<file path="src/rtl/core/dsa_signature_generate_defines.svh">
// Assertion macros shared by the RTL that checks itself.
`ifndef DSA_SIGNATURE_GENERATE_DEFINES_SVH
`define DSA_SIGNATURE_GENERATE_DEFINES_SVH
`ifndef NO_ASSERTIONS
// Same-cycle implication.
`define DSA_ASSERT_NOW(lbl, ante, cons) \
  lbl: assert property (@(posedge clk) disable iff (rst) (ante) |-> (cons)) \
    else $error("assertion failed");
// Next-cycle implication.
`define DSA_ASSERT_NEXT(lbl, ante, cons) \
  lbl: assert property (@(posedge clk) disable iff (rst) (ante) |=> (cons)) \
    else $error("assertion failed");
`else
`define DSA_ASSERT_NOW(lbl, ante, cons)
`define DSA_ASSERT_NEXT(lbl, ante, cons)
`endif
`endif

</file>
<file path="src/rtl/core/dsa_pkg.sv">
package dsa_pkg;

  localparam int WORD_BITS = 32;

  // Register indexes of the configuration port.
  localparam logic [1:0] REG_PRIME = 2'd0;
  localparam logic [1:0] REG_ORDER = 2'd1;
  localparam logic [1:0] REG_GEN   = 2'd2;
  localparam logic [1:0] REG_KEY   = 2'd3;

  // Arithmetic unit operations; each also names the write-back target.
  localparam logic [3:0] OP_GMODP    = 4'd0;
  localparam logic [3:0] OP_MUL_ACC  = 4'd1;
  localparam logic [3:0] OP_MUL_BASE = 4'd2;
  localparam logic [3:0] OP_RMODQ    = 4'd3;
  localparam logic [3:0] OP_KMODQ    = 4'd4;
  localparam logic [3:0] OP_EUC_DIV  = 4'd5;
  localparam logic [3:0] OP_EUC_MUL  = 4'd6;
  localparam logic [3:0] OP_XMODQ    = 4'd7;
  localparam logic [3:0] OP_XR       = 4'd8;
  localparam logic [3:0] OP_HMODQ    = 4'd9;
  localparam logic [3:0] OP_SIG      = 4'd10;

  typedef struct packed {
    logic [WORD_BITS-1:0] digest;
    logic [WORD_BITS-1:0] nonce;
  } item_t;

  typedef struct packed {
    logic [WORD_BITS-1:0] sig_r;
    logic [WORD_BITS-1:0] sig_s;
    logic                 nonce_bad;
  } sig_t;

  typedef struct packed {
    logic [WORD_BITS-1:0] prime_modulus;
    logic [WORD_BITS-1:0] group_order;
    logic [WORD_BITS-1:0] generator;
    logic [WORD_BITS-1:0] private_key;
  } cfg_t;

  typedef struct packed {
    logic       start;
    logic [3:0] op;
    logic       load;
    logic       shift;
    logic       finish;
  } cmd_t;

  typedef struct packed {
    logic kbit;
    logic cnt_last;
    logic p_zero;
    logic q_zero;
    logic r1_zero;
    logic bad;
    logic unit_done;
  } sts_t;

endpackage

</file>
<file path="src/rtl/core/dsa_mod_unit.sv">
// Bit-serial arithmetic unit: restoring division (b / m) or modular
// multiplication (a * b mod m, a < m), one bit of b per cycle, MSB first.
module dsa_mod_unit (
  input  logic                           clk,
  input  logic                           rst,
  input  logic                           start,
  input  logic                           mul_mode,
  input  logic [dsa_pkg::WORD_BITS-1:0]  a,
  input  logic [dsa_pkg::WORD_BITS-1:0]  b,
  input  logic [dsa_pkg::WORD_BITS-1:0]  m,
  output logic                           done,
  output logic [dsa_pkg::WORD_BITS-1:0]  quot,
  output logic [dsa_pkg::WORD_BITS-1:0]  res
);

  localparam int W = dsa_pkg::WORD_BITS;
  localparam int CW = $clog2(W);

  logic          busy;
  logic [CW-1:0] cnt;
  logic          mode;
  logic [W-1:0]  sa;
  logic [W-1:0]  sb;
  logic [W-1:0]  sm;
  logic [W-1:0]  acc;
  logic [W-1:0]  qt;

  logic [W+1:0]  mt;
  logic [W+1:0]  mt1;
  logic [W+1:0]  mt2;
  logic [W:0]    dt;
  logic          dge;
  logic [W:0]    dr;
  logic [W-1:0]  acc_next;

  // One step of either operation.
  always_comb begin
    mt  = {1'b0, acc, 1'b0} + {2'b00, (sb[W-1] ? sa : {W{1'b0}})};
    mt1 = (mt >= {2'b00, sm}) ? mt - {2'b00, sm} : mt;
    mt2 = (mt1 >= {2'b00, sm}) ? mt1 - {2'b00, sm} : mt1;
    dt  = {acc, sb[W-1]};
    dge = (dt >= {1'b0, sm});
    dr  = dge ? dt - {1'b0, sm} : dt;
    acc_next = mode ? mt2[W-1:0] : dr[W-1:0];
  end

  // Control of the step counter.
  always_ff @(posedge clk) begin
    if (rst) begin
      busy <= 1'b0;
      done <= 1'b0;
      cnt  <= '0;
    end else begin
      done <= 1'b0;
      if (start) begin
        busy <= 1'b1;
        cnt  <= '0;
      end else if (busy) begin
        if (cnt == CW'(W - 1)) begin
          busy <= 1'b0;
          done <= 1'b1;
        end else begin
          cnt <= cnt + 1'b1;
        end
      end
    end
  end

  // Operand and accumulator registers.
  always_ff @(posedge clk) begin
    if (start) begin
      mode <= mul_mode;
      sa   <= a;
      sb   <= b;
      sm   <= m;
      acc  <= '0;
      qt   <= '0;
    end else if (busy) begin
      acc <= acc_next;
      sb  <= {sb[W-2:0], 1'b0};
      qt  <= {qt[W-2:0], dge};
    end
  end

  assign quot = qt;
  assign res  = acc;

endmodule

</file>
<file path="src/rtl/core/dsa_datapath.sv">
// Working registers of the signature computation around the shared unit.
module dsa_datapath (
  input  logic                clk,
  input  logic                rst,
  input  dsa_pkg::cmd_t       cmd,
  input  dsa_pkg::cfg_t       cfg,
  input  dsa_pkg::item_t      item,
  output dsa_pkg::sts_t       sts,
  output dsa_pkg::sig_t       result
);

  localparam int W = dsa_pkg::WORD_BITS;
  localparam int CW = $clog2(W);

  logic [W-1:0]  hh;
  logic [W-1:0]  kk;
  logic [W-1:0]  ebits;
  logic [CW-1:0] cnt;
  logic [W-1:0]  acc;
  logic [W-1:0]  base;
  logic [W-1:0]  rres;
  logic [W-1:0]  r0;
  logic [W-1:0]  r1;
  logic [W-1:0]  t0;
  logic [W-1:0]  t1;
  logic [W-1:0]  quo;
  logic [W-1:0]  nr;
  logic [W-1:0]  xm;
  logic [W-1:0]  xr;
  logic [W-1:0]  sum;
  logic [W-1:0]  s;
  logic [3:0]    op_q;

  logic          mul_mode;
  logic [W-1:0]  ua;
  logic [W-1:0]  ub;
  logic [W-1:0]  um;
  logic          udone;
  logic [W-1:0]  uquot;
  logic [W-1:0]  ures;
  logic [W:0]    nt_wide;
  logic [W:0]    sum_wide;
  logic [W:0]    sum_red;

  // Operand selection for the operation being started.
  always_comb begin
    mul_mode = 1'b0;
    ua = '0;
    ub = '0;
    um = cfg.group_order;
    case (cmd.op)
      dsa_pkg::OP_GMODP: begin
        ub = cfg.generator;
        um = cfg.prime_modulus;
      end
      dsa_pkg::OP_MUL_ACC: begin
        mul_mode = 1'b1;
        ua = acc;
        ub = base;
        um = cfg.prime_modulus;
      end
      dsa_pkg::OP_MUL_BASE: begin
        mul_mode = 1'b1;
        ua = base;
        ub = base;
        um = cfg.prime_modulus;
      end
      dsa_pkg::OP_RMODQ:   ub = acc;
      dsa_pkg::OP_KMODQ:   ub = kk;
      dsa_pkg::OP_EUC_DIV: begin
        ub = r0;
        um = r1;
      end
      dsa_pkg::OP_EUC_MUL: begin
        mul_mode = 1'b1;
        ua = t1;
        ub = quo;
      end
      dsa_pkg::OP_XMODQ:   ub = cfg.private_key;
      dsa_pkg::OP_XR: begin
        mul_mode = 1'b1;
        ua = xm;
        ub = rres;
      end
      dsa_pkg::OP_HMODQ:   ub = hh;
      dsa_pkg::OP_SIG: begin
        mul_mode = 1'b1;
        ua = t0;
        ub = sum;
      end
      default: ub = '0;
    endcase
  end

  dsa_mod_unit u_unit (
    .clk      (clk),
    .rst      (rst),
    .start    (cmd.start),
    .mul_mode (mul_mode),
    .a        (ua),
    .b        (ub),
    .m        (um),
    .done     (udone),
    .quot     (uquot),
    .res      (ures)
  );

  // Modular subtract for the coefficient update and modular add for h + xr.
  always_comb begin
    nt_wide  = (t0 >= ures) ? {1'b0, t0} - {1'b0, ures}
                            : {1'b0, t0} + {1'b0, cfg.group_order} - {1'b0, ures};
    sum_wide = {1'b0, ures} + {1'b0, xr};
    sum_red  = (sum_wide >= {1'b0, cfg.group_order}) ?
               sum_wide - {1'b0, cfg.group_order} : sum_wide;
  end

  // Load, exponent shift and write-back of unit results.
  always_ff @(posedge clk) begin
    if (rst) begin
      op_q <= dsa_pkg::OP_GMODP;
      cnt  <= '0;
    end else begin
      if (cmd.start) begin
        op_q <= cmd.op;
      end
      if (cmd.load) begin
        hh    <= item.digest;
        kk    <= item.nonce;
        ebits <= item.nonce;
        cnt   <= '0;
        acc   <= (cfg.prime_modulus <= W'(1)) ? '0 : W'(1);
        r0    <= cfg.group_order;
        t0    <= '0;
        t1    <= (cfg.group_order == W'(1)) ? '0 : W'(1);
        rres  <= '0;
        s     <= '0;
      end
      if (cmd.shift) begin
        ebits <= {1'b0, ebits[W-1:1]};
        cnt   <= cnt + 1'b1;
      end
      if (udone) begin
        case (op_q)
          dsa_pkg::OP_GMODP:    base <= ures;
          dsa_pkg::OP_MUL_ACC:  acc  <= ures;
          dsa_pkg::OP_MUL_BASE: base <= ures;
          dsa_pkg::OP_RMODQ:    rres <= ures;
          dsa_pkg::OP_KMODQ:    r1   <= ures;
          dsa_pkg::OP_EUC_DIV: begin
            quo <= uquot;
            nr  <= ures;
          end
          dsa_pkg::OP_EUC_MUL: begin
            t0 <= t1;
            t1 <= nt_wide[W-1:0];
            r0 <= r1;
            r1 <= nr;
          end
          dsa_pkg::OP_XMODQ:    xm  <= ures;
          dsa_pkg::OP_XR:       xr  <= ures;
          dsa_pkg::OP_HMODQ:    sum <= sum_red[W-1:0];
          dsa_pkg::OP_SIG:      s   <= ures;
          default:              s   <= s;
        endcase
      end
    end
  end

  // Status back to the controller and the finished signature.
  always_comb begin
    sts.kbit      = ebits[0];
    sts.cnt_last  = (cnt == CW'(W - 1));
    sts.p_zero    = (cfg.prime_modulus == '0);
    sts.q_zero    = (cfg.group_order == '0);
    sts.r1_zero   = (r1 == '0);
    sts.bad       = (r0 != W'(1));
    sts.unit_done = udone;
    result.sig_r     = rres;
    result.sig_s     = s;
    result.nonce_bad = (r0 != W'(1));
  end

endmodule

</file>
<file path="src/rtl/core/dsa_ctrl.sv">
// Sequencer: exponentiation, Euclid loop, then the s computation.
module dsa_ctrl (
  input  logic          clk,
  input  logic          rst,
  input  logic          item_valid,
  input  logic          out_free,
  input  dsa_pkg::sts_t sts,
  output logic          item_ready,
  output dsa_pkg::cmd_t cmd
);

  localparam logic [3:0] S_IDLE      = 4'd0;
  localparam logic [3:0] S_CHECK     = 4'd1;
  localparam logic [3:0] S_POW_TOP   = 4'd2;
  localparam logic [3:0] S_POW_BASE  = 4'd3;
  localparam logic [3:0] S_POW_SHIFT = 4'd4;
  localparam logic [3:0] S_RMOD      = 4'd5;
  localparam logic [3:0] S_KMOD      = 4'd6;
  localparam logic [3:0] S_EUC       = 4'd7;
  localparam logic [3:0] S_EUC_MUL   = 4'd8;
  localparam logic [3:0] S_XR        = 4'd9;
  localparam logic [3:0] S_HMOD      = 4'd10;
  localparam logic [3:0] S_SIG       = 4'd11;
  localparam logic [3:0] S_FIN       = 4'd12;
  localparam logic [3:0] S_WAIT      = 4'd13;

  logic [3:0] state;
  logic [3:0] state_next;
  logic [3:0] ret;
  logic [3:0] ret_next;

  // Next state and commands.
  always_comb begin
    cmd        = '0;
    state_next = state;
    ret_next   = ret;
    case (state)
      S_IDLE: begin
        if (item_valid) begin
          cmd.load   = 1'b1;
          state_next = S_CHECK;
        end
      end
      S_CHECK: begin
        if (sts.q_zero) begin
          state_next = S_FIN;
        end else if (sts.p_zero) begin
          state_next = S_RMOD;
        end else begin
          cmd.start  = 1'b1;
          cmd.op     = dsa_pkg::OP_GMODP;
          state_next = S_WAIT;
          ret_next   = S_POW_TOP;
        end
      end
      S_POW_TOP: begin
        if (sts.kbit) begin
          cmd.start  = 1'b1;
          cmd.op     = dsa_pkg::OP_MUL_ACC;
          state_next = S_WAIT;
          ret_next   = S_POW_BASE;
        end else begin
          state_next = S_POW_BASE;
        end
      end
      S_POW_BASE: begin
        cmd.start  = 1'b1;
        cmd.op     = dsa_pkg::OP_MUL_BASE;
        state_next = S_WAIT;
        ret_next   = S_POW_SHIFT;
      end
      S_POW_SHIFT: begin
        cmd.shift  = 1'b1;
        state_next = sts.cnt_last ? S_RMOD : S_POW_TOP;
      end
      S_RMOD: begin
        cmd.start  = 1'b1;
        cmd.op     = dsa_pkg::OP_RMODQ;
        state_next = S_WAIT;
        ret_next   = S_KMOD;
      end
      S_KMOD: begin
        cmd.start  = 1'b1;
        cmd.op     = dsa_pkg::OP_KMODQ;
        state_next = S_WAIT;
        ret_next   = S_EUC;
      end
      S_EUC: begin
        if (!sts.r1_zero) begin
          cmd.start  = 1'b1;
          cmd.op     = dsa_pkg::OP_EUC_DIV;
          state_next = S_WAIT;
          ret_next   = S_EUC_MUL;
        end else if (sts.bad) begin
          state_next = S_FIN;
        end else begin
          cmd.start  = 1'b1;
          cmd.op     = dsa_pkg::OP_XMODQ;
          state_next = S_WAIT;
          ret_next   = S_XR;
        end
      end
      S_EUC_MUL: begin
        cmd.start  = 1'b1;
        cmd.op     = dsa_pkg::OP_EUC_MUL;
        state_next = S_WAIT;
        ret_next   = S_EUC;
      end
      S_XR: begin
        cmd.start  = 1'b1;
        cmd.op     = dsa_pkg::OP_XR;
        state_next = S_WAIT;
        ret_next   = S_HMOD;
      end
      S_HMOD: begin
        cmd.start  = 1'b1;
        cmd.op     = dsa_pkg::OP_HMODQ;
        state_next = S_WAIT;
        ret_next   = S_SIG;
      end
      S_SIG: begin
        cmd.start  = 1'b1;
        cmd.op     = dsa_pkg::OP_SIG;
        state_next = S_WAIT;
        ret_next   = S_FIN;
      end
      S_FIN: begin
        if (out_free) begin
          cmd.finish = 1'b1;
          state_next = S_IDLE;
        end
      end
      S_WAIT: begin
        if (sts.unit_done) begin
          state_next = ret;
        end
      end
      default: state_next = S_IDLE;
    endcase
  end

  always_ff @(posedge clk) begin
    if (rst) begin
      state <= S_IDLE;
      ret   <= S_IDLE;
    end else begin
      state <= state_next;
      ret   <= ret_next;
    end
  end

  assign item_ready = (state == S_IDLE);

endmodule

</file>
<file path="src/rtl/core/dsa_signature_generate.sv">
// DSA signature generator.
// Input channel (item_valid/item_ready/item): one word holds the message
// hash h and the nonce k. Output channel (sig_valid/sig_ready/sig): one word
// holds r, s and the bad-nonce flag. Domain values p, q, g and the key x are
// written through the APB port at byte addresses 0, 4, 8 and 12.
// Every modular step runs on one bit-serial unit that handles one bit per
// cycle. A rejected nonce skips the s computation, a zero p skips the
// exponentiation and a zero q skips every modular step.
// One item is worked on at a time; the next is taken once the result is
// registered. A finished signature sits in an output register.
// If the receiver stalls, the following result waits in the sequencer
// until that register frees up, and the input stays blocked meanwhile.
// Reset loads p=23, q=11, g=2, x=5 and empties both channels.
module dsa_signature_generate (
  input  logic                 clk,
  input  logic                 rst,
  input  logic                 item_valid,
  output logic                 item_ready,
  input  dsa_pkg::item_t       item,
  output logic                 sig_valid,
  input  logic                 sig_ready,
  output dsa_pkg::sig_t        sig,
  input  logic                 psel,
  input  logic                 penable,
  input  logic                 pwrite,
  input  logic [3:0]           paddr,
  input  logic [31:0]          pwdata,
  output logic [31:0]          prdata,
  output logic                 pready
);

`include "dsa_signature_generate_defines.svh"

  dsa_pkg::cfg_t cfg;
  dsa_pkg::cmd_t cmd;
  dsa_pkg::sts_t sts;
  dsa_pkg::sig_t result;
  logic          out_free;

  // Configuration registers.
  always_ff @(posedge clk) begin
    if (rst) begin
      cfg.prime_modulus <= 32'd23;
      cfg.group_order   <= 32'd11;
      cfg.generator     <= 32'd2;
      cfg.private_key   <= 32'd5;
    end else if (psel && penable && pwrite) begin
      case (paddr[3:2])
        dsa_pkg::REG_PRIME: cfg.prime_modulus <= pwdata;
        dsa_pkg::REG_ORDER: cfg.group_order   <= pwdata;
        dsa_pkg::REG_GEN:   cfg.generator     <= pwdata;
        dsa_pkg::REG_KEY:   cfg.private_key   <= pwdata;
        default:            cfg.private_key   <= cfg.private_key;
      endcase
    end
  end

  // Register read back.
  always_comb begin
    case (paddr[3:2])
      dsa_pkg::REG_PRIME: prdata = cfg.prime_modulus;
      dsa_pkg::REG_ORDER: prdata = cfg.group_order;
      dsa_pkg::REG_GEN:   prdata = cfg.generator;
      dsa_pkg::REG_KEY:   prdata = cfg.private_key;
      default:            prdata = '0;
    endcase
  end

  assign pready = 1'b1;

  dsa_ctrl u_ctrl (
    .clk        (clk),
    .rst        (rst),
    .item_valid (item_valid),
    .out_free   (out_free),
    .sts        (sts),
    .item_ready (item_ready),
    .cmd        (cmd)
  );

  dsa_datapath u_dp (
    .clk    (clk),
    .rst    (rst),
    .cmd    (cmd),
    .cfg    (cfg),
    .item   (item),
    .sts    (sts),
    .result (result)
  );

  // Output word register.
  assign out_free = !sig_valid || sig_ready;

  always_ff @(posedge clk) begin
    if (rst) begin
      sig_valid <= 1'b0;
    end else if (cmd.finish) begin
      sig_valid <= 1'b1;
    end else if (sig_ready) begin
      sig_valid <= 1'b0;
    end
  end

  always_ff @(posedge clk) begin
    if (cmd.finish) begin
      sig <= result;
    end
  end

  // A word is only taken while the sequencer is idle.
  `DSA_ASSERT_NEXT(a_one_item, item_valid && item_ready, !item_ready)
  // A result never overwrites a word that is still waiting.
  `DSA_ASSERT_NOW(a_no_overwrite, cmd.finish, !(sig_valid && !sig_ready))
  // A flagged nonce always gives a zero s.
  `DSA_ASSERT_NOW(a_bad_zero, sig_valid && sig.nonce_bad, sig.sig_s == 32'd0)

endmodule

</file>
<file path="config.mk">
export PLATFORM = sky130hd
export DESIGN_NAME = dsa_signature_generate
export DESIGN_NICKNAME = d
export VERILOG_FILES = /design/src/rtl/core/dsa_pkg.sv /design/src/rtl/core/dsa_mod_unit.sv /design/src/rtl/core/dsa_datapath.sv /design/src/rtl/core/dsa_ctrl.sv /design/src/rtl/core/dsa_signature_generate.sv
export VERILOG_INCLUDE_DIRS = /design/src /design/src/rtl/core
export SDC_FILE = /design/constraint.sdc
export NUM_CORES = 2
export LEC_CHECK = 0
export BUFFER_PORTS_ARGS = -buffer_cell sky130_fd_sc_hd__buf_2
export CORE_MARGIN = 5
export CORE_UTILIZATION = 35
export CTS_CLUSTER_DIAMETER = 50
export DETAILED_ROUTE_END_ITERATION = 6
export GPL_TIMING_DRIVEN = 0
export PLACE_DENSITY = 0.52
export SLEW_MARGIN = 20
export SYNTH_ARGS = -nofsm -noshare
export SYNTH_HDL_FRONTEND = slang
export SYNTH_SLANG_ARGS = --single-unit
</file>
<file path="constraint.sdc">
create_clock -name clk -period 7.8 [get_ports clk]
set_input_delay 0.39 -clock clk [delete_from_list [all_inputs] [get_ports clk]]
set_output_delay 0.39 -clock clk [all_outputs]
set_load 0.005 [all_outputs]
</file>
==> results.toml <==
[clock_tree]
tritoncts = "yes"
cts.sinks = 891
root_buffer = "clkbuf_16"
clockBufferDepth = 3
clk_latency_ns = 0.78
numCtsBuffers = 119
clk_pin_slew_worst_paths_ns = 0.06
htreeDepth = 3

[place]
place_area_mm2 = 0.0547
io_buffers = 202
dp_hpwl_um = 164000
gp_congestion = 0.979
dp.cells = 7170

[drt]
wl_um = 208000
routedWlPerCell_um = 27.5
vias = 43300
drt_iter0_markers = 4395
final_antenna_net_count = 0
drc = 0
viasPerCell = 5.72
firstDrtPassIters = 5

[yosys]
synth_cell_types = 92
synth_ff_type = "edfxtp_1"
synth_top_area_share_pct = 40.0
yosysMostFrequentCell = "nand2_1"
synth-edff-count = 674
ys_async_sr_fraction_pct = 0
netlist_area_mm2 = 0.0506
avgSynthCellArea_um2 = 10.1
yosys-top-cells-count = "nand2_1 (760), edfxtp_1 (674), a21oi_1 (431), nor2_1 (300), ha_1 (258)"
ys_ff_latch = 891
synth_nets = 5411
synth_area_leaders = "edfxtp_1 (40%), dfxtp_1 (8.6%), ha_1 (6.4%), nand2_1 (5.6%), a21oi_1 (4.3%)"
synth_top_area_cell = "edfxtp_1"
ys_warn_count = 0
synth_seq_area_share_pct = 48.6
synthCells = 5008

[sta]
fmax_mhz = 123
tightestPinTransition_ns = 1.23
final_max_slew_viol_count = 0
hold_viol = 0
grt_setup_unrepaired = "true"
hold_slack_ns = 0.160
clock_skew_ns = 0.0666
slew_headroom_pct = 17.1
tns_ns = -6.91
setup_viol_count_final = 32
setup_ws_ns = -0.317
min_period_over_period_pct = 104
timing.final.crit_period_ns = 8.12

[grt]
grt_pass1_vias = 42300
grt.total_usage_pct = 26.4
grt_antenna_before_repair = 25
grt_pass1_wl_um = 292000
grt_max_degree = 45
grt-ovfl-total = 0

[die]
die_area_mm2 = 0.152
io_pins = 207
start_util_pct = 35.2
die_h_um = 390
dieWidth_um = 390
rows = 139
core_mm2 = 0.144

[final_layout]
fillers = 14100
final_cells = 7577
largest-register = "cfg"
area_delta_synth_final_pct = 21.3
reg_top3 = "cfg: 128 flops, sig: 65 flops"
final_util_pct = 42.8
final_area_mm2 = 0.0614
largest_reg_flops = 128
fin_nets = 5960
drive_above_1_share_pct = 14.1

[critical_path]
worstPathArrival_ns = 8.71
startpoint_type = "register"
max_stage_delay_ns = 0.44
crit_slowest_cell = "edfxtp_1"
critPathCaptureType = "register"
cp.required_ns = 8.40
cp_common_cell = "buf_6"
crit_type = "reg2reg"
crit_fanout = 10

[status]
status = "finished with violations"
failed_checks = "setup timing"

[power_and_ir_drop]
leakagePower_uw = 0.0238
peakVddDrop_uv = 550
power.density_mw_per_mm2 = 525

[hold_path]
hold_class = "in2reg"

[flow_run]
maxCapViolCount = 0
repair_timing:
action | CTS | global route
pin swaps | 39 | 56
hold buffers | 96 | 0
endpoints found under the hold margin | 224 | 0
endpoints found under the setup margin | 32 | 32
gates resized for setup | 110 | 86
gates cloned | 0 | 0
buffers inserted | 38 | 35
logic make-up (layout without fill, tap and decap cells):
logic type | Yosys count | count (layout) | synth area share [%]
muxes | 116 | 116 | 3.16
other | 1 | 12 | 0.00741
buffers and inverters | 494 | 1149 | 3.79
DFF | 891 | 891 | 48.6
and+or+nand+nor | 1489 | 1489 | 12.9
adders and majority gates | 296 | 296 | 7.88
xor gates and xnor gates | 218 | 218 | 3.77
AOI/OAI and AO/OA | 1503 | 1503 | 20.0
placed cells by master (no fill, tap or decap), types with 180 or more instances in the layout:
master    instances
a21oi_1         413
a22oi_1         202
buf_2           228
clkbuf_1        214
dfxtp_1         196
edfxtp_1        674
ha_1            238
inv_1           251
nand2_1         758
nor2_1          291
o21ai_0         180
critical path, delay by kind of cell (launching register included):
family          cells  cell delay [ns]
buf+inv             8             1.28
mux                 1             0.16
fa+ha+maj           4             0.96
flops               1             0.44
simple gates        7             0.78
compound gates     22             4.28
power breakdown:
group          internal [uW]  switching [uW]
Sequential              6230             728
Clock                   3430            2370
Combinational           8000           11500
Total                  17700           14600
final cells by class:
type	instances	area, um^2	share of cell area, %
Antenna cell	11	27.5	0.0448
Tap cell	1903	2380	3.88
Inverter	255	957	1.56
Clock buffer	149	3230	5.26
Sequential cell	891	24600	40.1
Clock inverter	78	993	1.62
Timing Repair Buffer	429	3160	5.14
Multi-Input combinational cell	3623	25000	40.7
Buffer	238	1030	1.68
path summary, 6_finish.rpt:
kind / slack (ns) / to / cells past startpoint / start
min: 0.16 / sig_valid$_SDFFE_PP0P_ / 4 / sig_ready
max: -0.32 / u_dp.u_unit.res[30]$_SDFFE_PP0P_ / 42 / u_dp.u_unit.sb[31]$_DFFE_PP_
min reg2reg: 0.43 / u_dp.quo[31]$_DFFE_PP_ / 0 / u_dp.u_unit.quot[31]$_SDFFE_PP0P_
max reg2reg: -0.32 / u_dp.u_unit.res[30]$_SDFFE_PP0P_ / 42 / u_dp.u_unit.sb[31]$_DFFE_PP_
per-layer routing:
metal,vias up,track usage (%),part of all wire (%)
li1,19700,-,-
met1,21200,34.7,41
met2,1912,43.4,46
met3,441,4.04,7.4
met4,10,11.5,5.2
met5,-,0,0.031
stage by stage:
stage,total power [uW],setup WS [ns]
final,32200,-0.317
after global routing,34000,-0.565
after CTS,31000,-0.278
after detailed placement,23700,-3.11
after global placement,23600,-5.50
after floorplan,18700,0.0463
Power figures use the tool's default switching activity.
